`config.mk`:
```
export PLATFORM = sky130hd
export DESIGN_NAME = array_priority_queue
export DESIGN_NICKNAME = d
export VERILOG_FILES = /design/src/rtl/apq_pkg.sv /design/src/rtl/apq_mem.sv /design/src/rtl/apq_ctl.sv /design/src/rtl/array_priority_queue.sv
export VERILOG_INCLUDE_DIRS = /design/src /design/src/rtl
export SDC_FILE = /design/constraint.sdc
export NUM_CORES = 1
export LEC_CHECK = 0
export BUFFER_PORTS_ARGS = -buffer_cell sky130_fd_sc_hd__buf_2
export CORE_MARGIN = 1.5
export CORE_UTILIZATION = 50
export CTS_CLUSTER_DIAMETER = 40
export DETAILED_ROUTE_END_ITERATION = 6
export HOLD_SLACK_MARGIN = 0.15
export PLACE_DENSITY_LB_ADDON = 0.05
export SLEW_MARGIN = 20
export SYNTH_ARGS = -nofsm -noshare
export SYNTH_HDL_FRONTEND = slang
export SYNTH_SLANG_ARGS = --single-unit
export TNS_END_PERCENT = 10
```
`constraint.sdc`:
```
create_clock -name i_clk -period 9.05 [get_ports i_clk]
set_input_delay 0.905 -clock i_clk [delete_from_list [all_inputs] [get_ports i_clk]]
set_output_delay 0.905 -clock i_clk [all_outputs]
set_load 0.005 [all_outputs]
```
`src/rtl/array_priority_queue_macros.svh`:
```
// Assertion macros used by the priority queue sequencer.
`ifndef ARRAY_PRIORITY_QUEUE_MACROS_SVH
`define ARRAY_PRIORITY_QUEUE_MACROS_SVH

// Condition must hold at every clock edge outside reset.
`define APQ_ASSERT_ALWAYS(lbl, cond, msg) \
    lbl: assert property (@(posedge i_clk) disable iff (!i_rst_n) (cond)) \
        else $error(msg);

// Consequent must hold in the same cycle as the antecedent.
`define APQ_ASSERT_IMPLY(lbl, ante, cons, msg) \
    lbl: assert property (@(posedge i_clk) disable iff (!i_rst_n) (ante) |-> (cons)) \
        else $error(msg);

`endif

```
`src/rtl/apq_pkg.sv`:
```
// Package with transaction types and codes for the priority queue.
package apq_pkg;

    localparam int VAL_W = 32;
    localparam int PRI_W = 16;
    localparam int OCC_W = 7;
    localparam int ST_W  = 2;

    // Request opcodes
    localparam logic OP_INSERT = 1'b0;
    localparam logic OP_REMOVE = 1'b1;

    // Result status codes
    localparam logic [ST_W-1:0] ST_OK        = 2'd0;
    localparam logic [ST_W-1:0] ST_OVERFLOW  = 2'd1;
    localparam logic [ST_W-1:0] ST_UNDERFLOW = 2'd2;

    typedef struct packed {
        logic                    opcode;
        logic signed [VAL_W-1:0] item_value;
        logic signed [PRI_W-1:0] item_priority;
    } t_req;

    typedef struct packed {
        logic [ST_W-1:0]         status;
        logic signed [VAL_W-1:0] removed_value;
        logic [OCC_W-1:0]        occupancy;
    } t_rsp;

    // One stored entry
    typedef struct packed {
        logic signed [VAL_W-1:0] value;
        logic signed [PRI_W-1:0] prio;
    } t_entry;

    // Controller status seen by the top level
    typedef struct packed {
        logic idle;
        logic res_valid;
        t_rsp res;
    } t_ctl_out;

endpackage

```
`src/rtl/apq_mem.sv`:
```
// Entry store: one write port, one read port, registered read data.
module apq_mem #(
    parameter int DEPTH = 8,
    parameter int AW    = 3
) (
    input  logic            i_clk,
    input  logic            i_wr_en,
    input  logic [AW-1:0]   i_wr_addr,
    input  apq_pkg::t_entry i_wr_data,
    input  logic            i_rd_en,
    input  logic [AW-1:0]   i_rd_addr,
    output apq_pkg::t_entry o_rd_data
);

    apq_pkg::t_entry mem [0:DEPTH-1];
    apq_pkg::t_entry r_rd_data;

    // Write entry
    always_ff @(posedge i_clk) begin
        if (i_wr_en) begin
            mem[i_wr_addr] <= i_wr_data;
        end
    end

    // Read entry into the registered read data
    always_ff @(posedge i_clk) begin
        if (i_rd_en) begin
            r_rd_data <= mem[i_rd_addr];
        end
    end

    assign o_rd_data = r_rd_data;

endmodule

```
`src/rtl/apq_ctl.sv`:
```
// Sequencer: append on insert, scan then shift down on remove.
`include "array_priority_queue_macros.svh"

module apq_ctl #(
    parameter int DEPTH = 8,
    parameter int AW    = 3,
    parameter int CW    = 4
) (
    input  logic              i_clk,
    input  logic              i_rst_n,
    input  logic              i_start,
    input  apq_pkg::t_req     i_req,
    input  logic              i_res_free,
    output apq_pkg::t_ctl_out o_ctl,
    output logic              o_wr_en,
    output logic [AW-1:0]     o_wr_addr,
    output apq_pkg::t_entry   o_wr_data,
    output logic              o_rd_en,
    output logic [AW-1:0]     o_rd_addr,
    input  apq_pkg::t_entry   i_rd_data
);

    localparam int OW = apq_pkg::OCC_W;
    localparam int VW = apq_pkg::VAL_W;
    localparam int PW = apq_pkg::PRI_W;
    localparam logic [CW-1:0] DEPTH_C = CW'(DEPTH);
    localparam logic [CW-1:0] ONE_C   = CW'(1);

    typedef enum logic [1:0] {
        S_IDLE,
        S_SCAN,
        S_SHIFT,
        S_FINISH
    } t_state;

    t_state                 r_state;
    logic [CW-1:0]          r_cnt;
    logic [CW-1:0]          r_ptr;
    logic [CW-1:0]          r_dq;
    logic [CW-1:0]          r_bidx;
    logic signed [PW-1:0]   r_bpri;
    logic signed [VW-1:0]   r_bval;
    logic                   r_first;
    logic [apq_pkg::ST_W-1:0] r_status;
    logic signed [VW-1:0]   r_rm_val;

    logic                   take;
    logic [CW-1:0]          n_bidx;
    logic signed [PW-1:0]   n_bpri;
    logic signed [VW-1:0]   n_bval;
    logic [CW-1:0]          dq_inc;
    logic [CW-1:0]          dq_dec;
    logic [CW-1:0]          bidx_inc;
    logic                   fin_under;
    logic                   fin_over;
    logic                   dq_in_range;

    // Track the best entry; strict compare keeps the earliest on ties
    always_comb begin
        take     = r_first || (i_rd_data.prio > r_bpri);
        n_bidx   = take ? r_dq : r_bidx;
        n_bpri   = take ? i_rd_data.prio : r_bpri;
        n_bval   = take ? i_rd_data.value : r_bval;
        dq_inc   = r_dq + ONE_C;
        dq_dec   = r_dq - ONE_C;
        bidx_inc = n_bidx + ONE_C;
    end

    // Drive memory ports; the sequencer keeps read and write on distinct entries
    always_comb begin
        o_wr_en   = 1'b0;
        o_wr_addr = r_cnt[AW-1:0];
        o_wr_data = '{value: i_req.item_value, prio: i_req.item_priority};
        o_rd_en   = 1'b0;
        o_rd_addr = r_ptr[AW-1:0];
        unique case (r_state)
            S_IDLE: begin
                if (i_start) begin
                    if (i_req.opcode == apq_pkg::OP_INSERT) begin
                        o_wr_en = (r_cnt != DEPTH_C);
                    end else begin
                        o_rd_en   = (r_cnt != '0);
                        o_rd_addr = '0;
                    end
                end
            end
            S_SCAN: begin
                if (r_ptr != r_cnt) begin
                    o_rd_en = 1'b1;
                end else if (bidx_inc != r_cnt) begin
                    o_rd_en   = 1'b1;
                    o_rd_addr = bidx_inc[AW-1:0];
                end
            end
            S_SHIFT: begin
                o_wr_en   = 1'b1;
                o_wr_addr = dq_dec[AW-1:0];
                o_wr_data = i_rd_data;
                o_rd_en   = (dq_inc != r_cnt);
                o_rd_addr = dq_inc[AW-1:0];
            end
            S_FINISH: begin
            end
            default: begin
            end
        endcase
    end

    // Advance the sequencer and hold the result
    always_ff @(posedge i_clk) begin
        if (!i_rst_n) begin
            r_state <= S_IDLE;
            r_cnt   <= '0;
        end else begin
            unique case (r_state)
                S_IDLE: begin
                    if (i_start) begin
                        r_status <= apq_pkg::ST_OK;
                        r_rm_val <= '0;
                        if (i_req.opcode == apq_pkg::OP_INSERT) begin
                            if (r_cnt == DEPTH_C) begin
                                r_status <= apq_pkg::ST_OVERFLOW;
                            end else begin
                                r_cnt <= r_cnt + ONE_C;
                            end
                            r_state <= S_FINISH;
                        end else if (r_cnt == '0) begin
                            r_status <= apq_pkg::ST_UNDERFLOW;
                            r_state  <= S_FINISH;
                        end else begin
                            r_ptr   <= ONE_C;
                            r_dq    <= '0;
                            r_first <= 1'b1;
                            r_state <= S_SCAN;
                        end
                    end
                end
                S_SCAN: begin
                    r_first <= 1'b0;
                    r_bidx  <= n_bidx;
                    r_bpri  <= n_bpri;
                    r_bval  <= n_bval;
                    if (r_ptr != r_cnt) begin
                        r_dq  <= r_ptr;
                        r_ptr <= r_ptr + ONE_C;
                    end else begin
                        r_rm_val <= n_bval;
                        if (bidx_inc == r_cnt) begin
                            r_cnt   <= r_cnt - ONE_C;
                            r_state <= S_FINISH;
                        end else begin
                            r_dq    <= bidx_inc;
                            r_state <= S_SHIFT;
                        end
                    end
                end
                S_SHIFT: begin
                    if (dq_inc != r_cnt) begin
                        r_dq <= dq_inc;
                    end else begin
                        r_cnt   <= r_cnt - ONE_C;
                        r_state <= S_FINISH;
                    end
                end
                S_FINISH: begin
                    if (i_res_free) begin
                        r_state <= S_IDLE;
                    end
                end
                default: begin
                    r_state <= S_IDLE;
                end
            endcase
        end
    end

    assign o_ctl.idle              = (r_state == S_IDLE);
    assign o_ctl.res_valid         = (r_state == S_FINISH);
    assign o_ctl.res.status        = r_status;
    assign o_ctl.res.removed_value = r_rm_val;
    assign o_ctl.res.occupancy     = OW'(r_cnt);

    // Conditions watched by the assertions
    assign fin_under   = (r_state == S_FINISH) && (r_status == apq_pkg::ST_UNDERFLOW);
    assign fin_over    = (r_state == S_FINISH) && (r_status == apq_pkg::ST_OVERFLOW);
    assign dq_in_range = (r_dq != '0) && (r_dq < r_cnt);

    `APQ_ASSERT_ALWAYS(a_cnt_range, r_cnt <= DEPTH_C, "fill count beyond depth")
    `APQ_ASSERT_IMPLY(a_underflow_empty, fin_under, r_cnt == '0, "underflow while not empty")
    `APQ_ASSERT_IMPLY(a_overflow_full, fin_over, r_cnt == DEPTH_C, "overflow while not full")
    `APQ_ASSERT_IMPLY(a_shift_range, r_state == S_SHIFT, dq_in_range, "shift source out of range")

endmodule

```
`src/rtl/array_priority_queue.sv`:
```
// Priority queue over an unsorted entry store: top level with output register.
//
// Request channel (i_in_valid / o_in_stall / i_in_data): a transaction is an
// insert (value and priority) or a remove of the highest priority entry.
// Result channel (o_out_valid / i_out_stall / o_out_data): exactly one result
// transaction per request, with status, removed value and occupancy.
// Insert: the entry is written in the accept cycle; the sequencer then
// waits in its finish state until the output register is free, hands the
// result to it and returns to idle, where a new request can be taken.
// Remove: the scan reads the held entries' priorities one per cycle from
// the store's single read port, the shift state moves the entries after the
// best one down one place, then the finish state hands the result to the
// output register. Overflow and underflow go straight to the finish state.
// o_in_stall is high while a request is in progress. A finished result waits
// in the output register while i_out_stall is high; the next request may
// still be taken, and it stalls only at its own completion.
// Synchronous reset empties the queue and drops any pending result.
module array_priority_queue #(
    parameter int DEPTH = 8
) (
    input  logic          i_clk,
    input  logic          i_rst_n,
    input  logic          i_in_valid,
    output logic          o_in_stall,
    input  apq_pkg::t_req i_in_data,
    output logic          o_out_valid,
    input  logic          i_out_stall,
    output apq_pkg::t_rsp o_out_data
);

    localparam int AW = (DEPTH > 1) ? $clog2(DEPTH) : 1;
    localparam int CW = $clog2(DEPTH + 1);

    apq_pkg::t_ctl_out ctl;
    apq_pkg::t_entry   wr_data;
    apq_pkg::t_entry   rd_data;
    logic              wr_en;
    logic              rd_en;
    logic [AW-1:0]     wr_addr;
    logic [AW-1:0]     rd_addr;
    logic              start;
    logic              res_free;

    logic              r_out_valid;
    apq_pkg::t_rsp     r_out_data;

    // Take a request only while the sequencer is idle
    assign o_in_stall = !ctl.idle;
    assign start      = i_in_valid && ctl.idle;
    assign res_free   = !r_out_valid || !i_out_stall;

    apq_ctl #(
        .DEPTH (DEPTH),
        .AW    (AW),
        .CW    (CW)
    ) u_ctl (
        .i_clk      (i_clk),
        .i_rst_n    (i_rst_n),
        .i_start    (start),
        .i_req      (i_in_data),
        .i_res_free (res_free),
        .o_ctl      (ctl),
        .o_wr_en    (wr_en),
        .o_wr_addr  (wr_addr),
        .o_wr_data  (wr_data),
        .o_rd_en    (rd_en),
        .o_rd_addr  (rd_addr),
        .i_rd_data  (rd_data)
    );

    apq_mem #(
        .DEPTH (DEPTH),
        .AW    (AW)
    ) u_mem (
        .i_clk     (i_clk),
        .i_wr_en   (wr_en),
        .i_wr_addr (wr_addr),
        .i_wr_data (wr_data),
        .i_rd_en   (rd_en),
        .i_rd_addr (rd_addr),
        .o_rd_data (rd_data)
    );

    // Load a finished result, drop it once the receiver takes it
    always_ff @(posedge i_clk) begin
        if (!i_rst_n) begin
            r_out_valid <= 1'b0;
        end else if (ctl.res_valid && res_free) begin
            r_out_valid <= 1'b1;
            r_out_data  <= ctl.res;
        end else if (!i_out_stall) begin
            r_out_valid <= 1'b0;
        end
    end

    assign o_out_valid = r_out_valid;
    assign o_out_data  = r_out_data;

endmodule
```
==> results of run 1 <==
==> cells in the final DEF, fill, tap and decap left out, types with 4 or more instances in the layout <==
| master | n |
|---|---|
| nand2b_1 | 9 |
| nor3_2 | 4 |
| a21oi_1 | 14 |
| nor3_1 | 4 |
| mux2_2 | 132 |
| bufinv_16 | 6 |
| dfxtp_1 | 7 |
| buf_2 | 92 |
| nor2_1 | 22 |
| clkinv_1 | 10 |
| inv_1 | 33 |
| clkbuf_16 | 80 |
| xor2_1 | 12 |
| buf_4 | 22 |
| edfxtp_1 | 565 |
| clkinv_2 | 7 |
| xnor2_1 | 6 |
| mux2i_1 | 296 |
| clkbuf_1 | 13 |
| nor2_4 | 5 |
| and2_1 | 38 |
| clkinvlp_4 | 8 |
| nand2_1 | 27 |
| ha_1 | 25 |
| nand3_1 | 5 |
| clkinv_4 | 8 |
| o21ai_0 | 9 |
| inv_6 | 5 |
| a21o_1 | 7 |
==> final cells by class <==
cell class,count,area share (%)
clock buffers,93,7.47
clock inverters,50,1.89
inverters,33,0.451
multi-input cells,670,22.7
flip-flops and latches,572,62.3
well taps,607,2.77
repair buffers,115,2.35
==> how the worst max path moves through the flow <==
| stage | start | end | slack, ns | cells past startpoint |
|---|---|---|---|---|
| 4_1_cts | u_mem.o_rd_data[13] | u_mem.o_rd_data[16] | 3.40 | 15 |
| 2_1_floorplan | u_mem.o_rd_data[15] | u_mem.o_rd_data[0] | 3.49 | 16 |
| 5_1_grt | u_mem.o_rd_data[13] | u_mem.o_rd_data[0] | 3.01 | 16 |
| 3_5_place_dp | u_mem.o_rd_data[13] | u_mem.o_rd_data[36] | 3.43 | 15 |
| 3_3_place_gp | u_mem.o_rd_data[15] | u_mem.o_rd_data[0] | 3.52 | 16 |
| 6_report | u_mem.o_rd_data[5] | u_mem.o_rd_data[36] | 3.42 | 15 |
==> layer usage <==
layer	vias up	routed length [um]	track usage, %
met5	-	0	0
met4	0	879	5.85
met3	73	2100	3.74
met2	270	23200	32.1
met1	6018	23000	29.1
li1	5445	-	-
==> metrics by stage <==
step	total power, mW	hold slack, ns	cell area, um^2	instances
floorplan	6.83	0.400	23800	1336
global placement	7.69	0.402	24900	1997
detailed placement	7.75	0.405	24900	1997
CTS	10.7	0.418	27400	2140
global route	11.2	0.420	27400	2140
finish	10.6	0.416	27400	2140
==> power by group through the flow <==
stage               clock network [mW]  registers [mW]  logic (mW)
finish                            2.97            4.02        3.64
global route                      3.14            4.06        3.96
CTS                               3.03            4.02        3.69
detailed placement                   0            4.07        3.67
global placement                     0            4.06        3.64
floorplan                            0            4.02        2.82
==> flip-flops by register name, indices dropped and copies added, names as in the netlist, 2 cells and up <==
register         cells
u_mem.mem          384
u_mem.o_rd_data     48
o_out_data          38
u_ctl.r_bval        32
u_ctl.r_rm_val      32
u_ctl.r_bpri        16
u_ctl.r_bidx         4
u_ctl.r_cnt          4
u_ctl.r_dq           4
u_ctl.r_ptr          4
u_ctl.r_state        2
u_ctl.r_status       2
==> cell families (layout without fill, tap and decap cells) <==
logic type / count (synthesis) / after routing / share of synthesized area [%]
buffers and inverters: 94 / 291 / 2.35
adder cells (fa/ha/maj): 27 / 27 / 1.45
other: 1 / 3 / 0.0158
XOR/XNOR: 19 / 19 / 0.763
multiplexers: 429 / 429 / 18.8
flip-flops: 572 / 572 / 71.9
AND/OR/NAND/NOR: 135 / 135 / 3.09
AO/OA/AOI/OAI: 57 / 57 / 1.66
==> critical path: cells and delay by family, from the launching register on <==
kind                       cells  cell delay [ns]
AOI/OAI and AO/OA              8             1.96
xor gates and xnor gates       1             0.37
buffers and inverters          1             0.65
and+or+nand+nor                3             1.18
DFF                            1             0.42
adders and majority gates      2             0.61
==> metrics.md, run 1 <==
| Metric | Value |
|---|---|
| Via-per-instance ratio | 5.52 |
| Residual DRC | 8 |
| Crit Path Category | reg2reg |
| Post-Syn Area | 0.0238 mm^2 |
| CTS Sinks | 572 |
| Mean post-synth cell area | 17.8 um^2 |
| Core area | 0.0468 mm^2 |
| P_int | 7.13 mW |
| Bufs on Longest Clock Path | 3 |
| Routed Antenna Nets | 0 |
| Fin util | 58.7% |
| Layout area overhead | 15.4% |
| Layout cells sized above 1 | 25.3% |
| Postcts setup bufs | 0 |
| Fin crit period | 5.63 ns |
| Crit-path cells | ha_1 > a21oi_1 > o21ai_0 > a21o_1 > o31ai_1 > and2_2 > o21ai_0 > ha_1 > nor2b_1 > o211a_1 > or3_1 > xor2_1 > o31a_1 > o31a_2 > buf_4 |
| Count leader, synth | edfxtp_1 |
| Gp weighted congestion | 0.826 |
| Hold_sp | u_ctl.r_rm_val[21] |
| CP Capture Type | flip-flop |
| Pwr dens | 387 mW/mm^2 |
| CP max stage cell | buf_4 |
| Post-CTS Hold Fix Bufs | 0 |
| Ant. Diodes | 0 |
| Slew Limit Fails | 0 |
| Total negative slack | 0 ns |
| Total gr overflow | 0 |
| Clock share of power | 27.9% |
| IO Port Bufs | 92 |
| Number of global-route vias before repair | 11.9k |
| Startpoint Class | flip-flop |
| Detailed placement HPWL | 25,700 um |
| TritonRoute pass-1 iters | 7 |
| Fin crit share | 62.2% |
| Final Hold Vio Count | 0 |
| Avg WL per Cell | 23.0 um |
| # fillers | 3,532 |
| WP data required | 9.28 ns |
| First-pass GRT wire length | 74,400 um |
| Worst Hold Depth | 0 |
| Iter 0 DRT Violations | 900 |
| Largest net degree at the start of global routing | 142 |
| Final setup skew | 0.0275 ns |
| Slowest stage delay, CP | 0.65 ns |
| Post-cts resize count | 0 |
| RR Endpoint | u_mem.o_rd_data[36] |
| Die area | 0.0489 mm^2 |
| Max Cap Viol | 0 |
| Hold EP | o_out_data[28] |
| Via count | 11.8k |
| Site row count | 79 |
| Psw | 3.49 mW |
| Worst-Margin Slew | 1.07 ns |
| Sw Share | 32.9% |
| Main flop type after synthesis | edfxtp_1 |
| Synth area leaders | edfxtp_1 (71%), mux2i_1 (12%), mux2_2 (6.2%) |
| Largest area contributor in the netlist | edfxtp_1 |
| I/O pin cnt | 96 |
| H-Tree Level Count | 3 |
| Combinational share of power | 34.2% |
| Horiz. Die Dim | 221 um |
| Post-synth top cells | edfxtp_1 (565), mux2i_1 (296), mux2_2 (132) |
| Critical path peak fanout | 36 |
| Flops & latches, synth | 572 |
| DRT Wirelength | 49,200 um |
| Post-synth top area share | 71.3% |
| Max VDD drop | 249 uV |
| Total area of sequential cells | 0.0171 mm^2 |
| Initial antenna violation count | 0 |
| Clk Latency, worst-skew pair | 0.62 ns |
| Leakage power | 9.94 nW |
| Initial core utilization | 50.9% |
| Async set or reset register ratio after synthesis | 0% |
| CP Data Arrival Time | 5.85 ns |
| Worst reg2reg path depth | 15 |
| Yosys cell types | 57 |
| Die Ht | 221 um |
| Clock-pin slew on the worst setup and hold paths | 0.06 ns |
| Synth warn | 0 |
| Fmax | 178 MHz |
| PnR worst setup slack | 3.42 ns |
| Failing checks | design-rule violations |
| Seq pwr share | 37.9% |
| Total GRT Usage | 20.4% |
| Worst r2r src | u_mem.o_rd_data[5] |
| HP Class | reg2reg |
| Layout Nets | 1,551 |
| CTS Buf Count | 79 |
| Post-synth EDFFs | 565 |
| Multi-input logic area | 0.00624 mm^2 |
| Rel. slew slack | 28.8% |
| CTS tree | done |
| RSZ-0062 raised after global routing | false |
| Dpl ws | 3.43 ns |
| R2R setup slack | 3.42 ns |
| Syn Inst Count | 1,334 |
| Setup Viol. Count Final | 0 |
| Status | complete, but fails checks |
| CTS root buf | clkbuf_16 |
| Seq/Total Area, Yosys | 71.9% |
(Power assumes the default switching activity.)
==> run 2, diff against run 1 <==
==> constraint.sdc (replaced) <==
create_clock -name i_clk -period 4.81 [get_ports i_clk]
set_input_delay 0.481 -clock i_clk [delete_from_list [all_inputs] [get_ports i_clk]]
set_output_delay 0.481 -clock i_clk [all_outputs]
set_load 0.005 [all_outputs]
==> metrics.md, run 2 (synthesis gave the netlist of run 1 again) <==
| Metric | Value |
|---|---|
| Status | complete, but fails checks |
| Failing checks | design-rule violations |
| CTS tree | done |
| CP most frequent cell | ha_1 |
| Max reg flops | 384 (unchanged) |
| WP data required | 5.05 ns (-4.23 ns) |
| Total gr overflow | 0 (unchanged) |
| Total GRT Usage | 20.3% (-0.11 points) |
| Iter 0 DRT Violations | 880 (-2.2%) |
| Worst Hold Depth | 3 (+3) |
| DRT Wirelength | 49,700 um (+1.1%) |
| Fin crit period | 4.53 ns (-1.10 ns) |
| HP Class | in2reg |
| Clk Latency, worst-skew pair | 0.60 ns (-0.02 ns) |
| Routed Antenna Nets | 0 (unchanged) |
| Fmax | 221 MHz (+24%) |
| Critical path peak fanout | 24 (-33%) |
| Via-per-instance ratio | 5.43 (-1.6%) |
| CTS root buf | clkbuf_16 |
| Pwr dens | 746 mW/mm^2 (+93%) |
| RR Endpoint | u_mem.o_rd_data[36] |
| Slowest stage delay, CP | 0.51 ns (-0.14 ns) |
| Bufs on Longest Clock Path | 3 (unchanged) |
| CTS Buf Count | 81 (+2.5%) |
| Worst r2r src | u_mem.o_rd_data[9] |
| Post-DP Area | 0.0251 mm^2 (+0.91%) |
| R2R setup slack | 0.28 ns (-3.14 ns) |
| Hold_sp | i_out_stall |
| Fin crit share | 94.1% (+32 points) |
| Clock-pin slew on the worst setup and hold paths | 0.05 ns (about the same) |
| Hold EP | o_out_valid |
| Biggest register | u_mem.mem |
| Final instance area | 0.0280 mm^2 (+2.1%) |
| Final setup skew | 0.0181 ns (-0.00935 ns) |
| CP max stage cell | o31a_4 |
| Commonest non-fill, non-tap cell in the layout | edfxtp_1 |
| Horiz. Die Dim | 221 um (unchanged) |
| Worst-Margin Slew | 1.05 ns (-0.0224 ns) |
| CP Data Arrival Time | 4.76 ns (-1.09 ns) |
| Die Ht | 221 um (unchanged) |
| Die area | 0.0489 mm^2 (unchanged) |
| Site row count | 79 (unchanged) |
| Setup Viol. Count Final | 0 (unchanged) |
| Largest net degree at the start of global routing | 77 (-46%) |
| Leakage power | 10.2 nW (+2.7%) |
| Detailed placement HPWL | 26,300 um (+2.4%) |
| I/O pin cnt | 96 (unchanged) |
| Hold WS | 0.203 ns (-0.212 ns) |
| Max VDD drop | 459 uV (+85%) |
| Layout cells sized above 1 | 26.9% (+1.6 points) |
| Via count | 11.7k (-0.80%) |
| IO Port Bufs | 92 (unchanged) |
| Worst reg2reg path depth | 15 (unchanged) |
| CP Capture Type | flip-flop |
| Startpoint Class | flip-flop |
| TritonRoute pass-1 iters | 7 (unchanged) |
| Overall Power | 20.9 mW (+97%) |
| CTS Sinks | 572 (unchanged) |
| Number of global-route vias before repair | 12.1k (+1.8%) |
| Commonest non-fill, non-tap cells in the layout | edfxtp_1 (565), mux2i_1 (296), mux2_2 (132), buf_2 (92), clkbuf_16 (84) |
| Layout area overhead | 17.8% |
| Slew Limit Fails | 0 (unchanged) |
| PnR worst setup slack | 0.282 ns (-3.14 ns) |
| Fin util | 59.9% (+1.2 points) |
| Rel. slew slack | 30.3% (+1.5 points) |
| Layout Nets | 1,566 (+0.97%) |
| Residual DRC | 4 (-4) |
| Crit-path cells | ha_1 > nand4_1 > nor4_4 > o21a_1 > o31ai_1 > and2_2 > nand2_1 > o21ai_0 > ha_1 > nor2b_2 > o211a_1 > or3_4 > xor2_1 > o31a_1 > o31a_4 |
| Ant. Diodes | 0 (unchanged) |
| First-pass GRT wire length | 74,100 um (-0.33%) |
| Final Hold Vio Count | 0 (unchanged) |
| Initial antenna violation count | 0 (unchanged) |
| Avg WL per Cell | 23.1 um (+0.27%) |
| Initial core utilization | 50.9% (unchanged) |
| Core area | 0.0468 mm^2 (unchanged) |
| Crit Path Category | reg2reg |
| Dpl ws | 0.135 ns (-3.30 ns) |
| Max Cap Viol | 0 (unchanged) |
| Gp weighted congestion | 0.834 (+1.0%) |
| H-Tree Level Count | 3 (unchanged) |
==> run 2: changes by cell type in the layout (fill, tap and decap cells not counted), moves of 2 or more <==
cell | before | now
clkinv_1 | 10 | 7
buf_12 | 1 | 13
o31a_4 | 0 | 2
clkinv_4 | 8 | 4
bufinv_16 | 6 | 13
clkbuf_1 | 13 | 7
inv_6 | 5 | 8
buf_4 | 22 | 19
clkbuf_16 | 80 | 84
clkinv_2 | 7 | 11
==> run 2: final cells by class <==
type / count / area [um^2]
Sequential cell: 572 / 17100
Inverter: 33 / 124
Clock buffer: 90 / 2100
Multi-Input combinational cell: 671 / 6270
Fill cell: 3493 / 18700
Tap cell: 607 / 759
Clock inverter: 58 / 731
Timing Repair Buffer: 127 / 927
==> run 2: per-layer routing <==
metal,global-route usage (%),vias up,wire length (um)
li1,-,5477,-
met1,28.2,5912,23100
met2,32.8,255,23700
met3,3.37,67,2100
met4,6.43,0,822
met5,0,-,0
==> run 2: worst max-delay path by stage <==
| stage | start | endpoint | slack (ns) | depth (start not counted) |
|---|---|---|---|---|
| 2_1_floorplan | u_ctl.r_state[0] | u_mem.mem[2][0] | -0.42 | 6 |
| 3_3_place_gp | u_mem.o_rd_data[15] | u_mem.o_rd_data[39] | 0.23 | 15 |
| 3_5_place_dp | u_mem.o_rd_data[15] | u_mem.o_rd_data[39] | 0.13 | 15 |
| 4_1_cts | u_mem.o_rd_data[15] | u_mem.o_rd_data[4] | 0.11 | 15 |
| 5_1_grt | u_mem.o_rd_data[11] | u_mem.o_rd_data[17] | -0.02 | 18 |
| 6_report | u_mem.o_rd_data[9] | u_mem.o_rd_data[36] | 0.28 | 15 |
==> run 2: timing repair <==
item,4_1_cts,5_1_grt
setup buffers,0,1
hold buffers,0,0
resized for setup,0,8
endpoints found under the setup margin,0,96
==> run 2: power breakdown <==
| group | switching (mW) | internal (mW) | total (mW) | leakage [nW] |
|---|---|---|---|---|
| registers | 0.355 | 7.22 | 7.58 | 5.22 |
| logic | 4.18 | 3.04 | 7.21 | 3.62 |
| clock network | 2.21 | 3.90 | 6.11 | 1.36 |
| total | 6.74 | 14.2 | 20.9 | 10.2 |
==> run 2: stage by stage <==
| stage | cells | setup TNS, ns |
|---|---|---|
| finish | 2158 | 0 |
| global placement | 2006 | 0 |
| detailed placement | 2006 | 0 |
| global route | 2158 | -0.0759 |
| CTS | 2154 | 0 |
| floorplan | 1336 | -38.61 |
==> run 2: critical path: cells and delay by family, from the launching register on <==
kind,cells,cell delay [ns]
and+or+nand+nor,6,1.44
xor gates and xnor gates,1,0.19
DFF,1,0.42
adders and majority gates,2,0.59
AOI/OAI and AO/OA,6,1.48
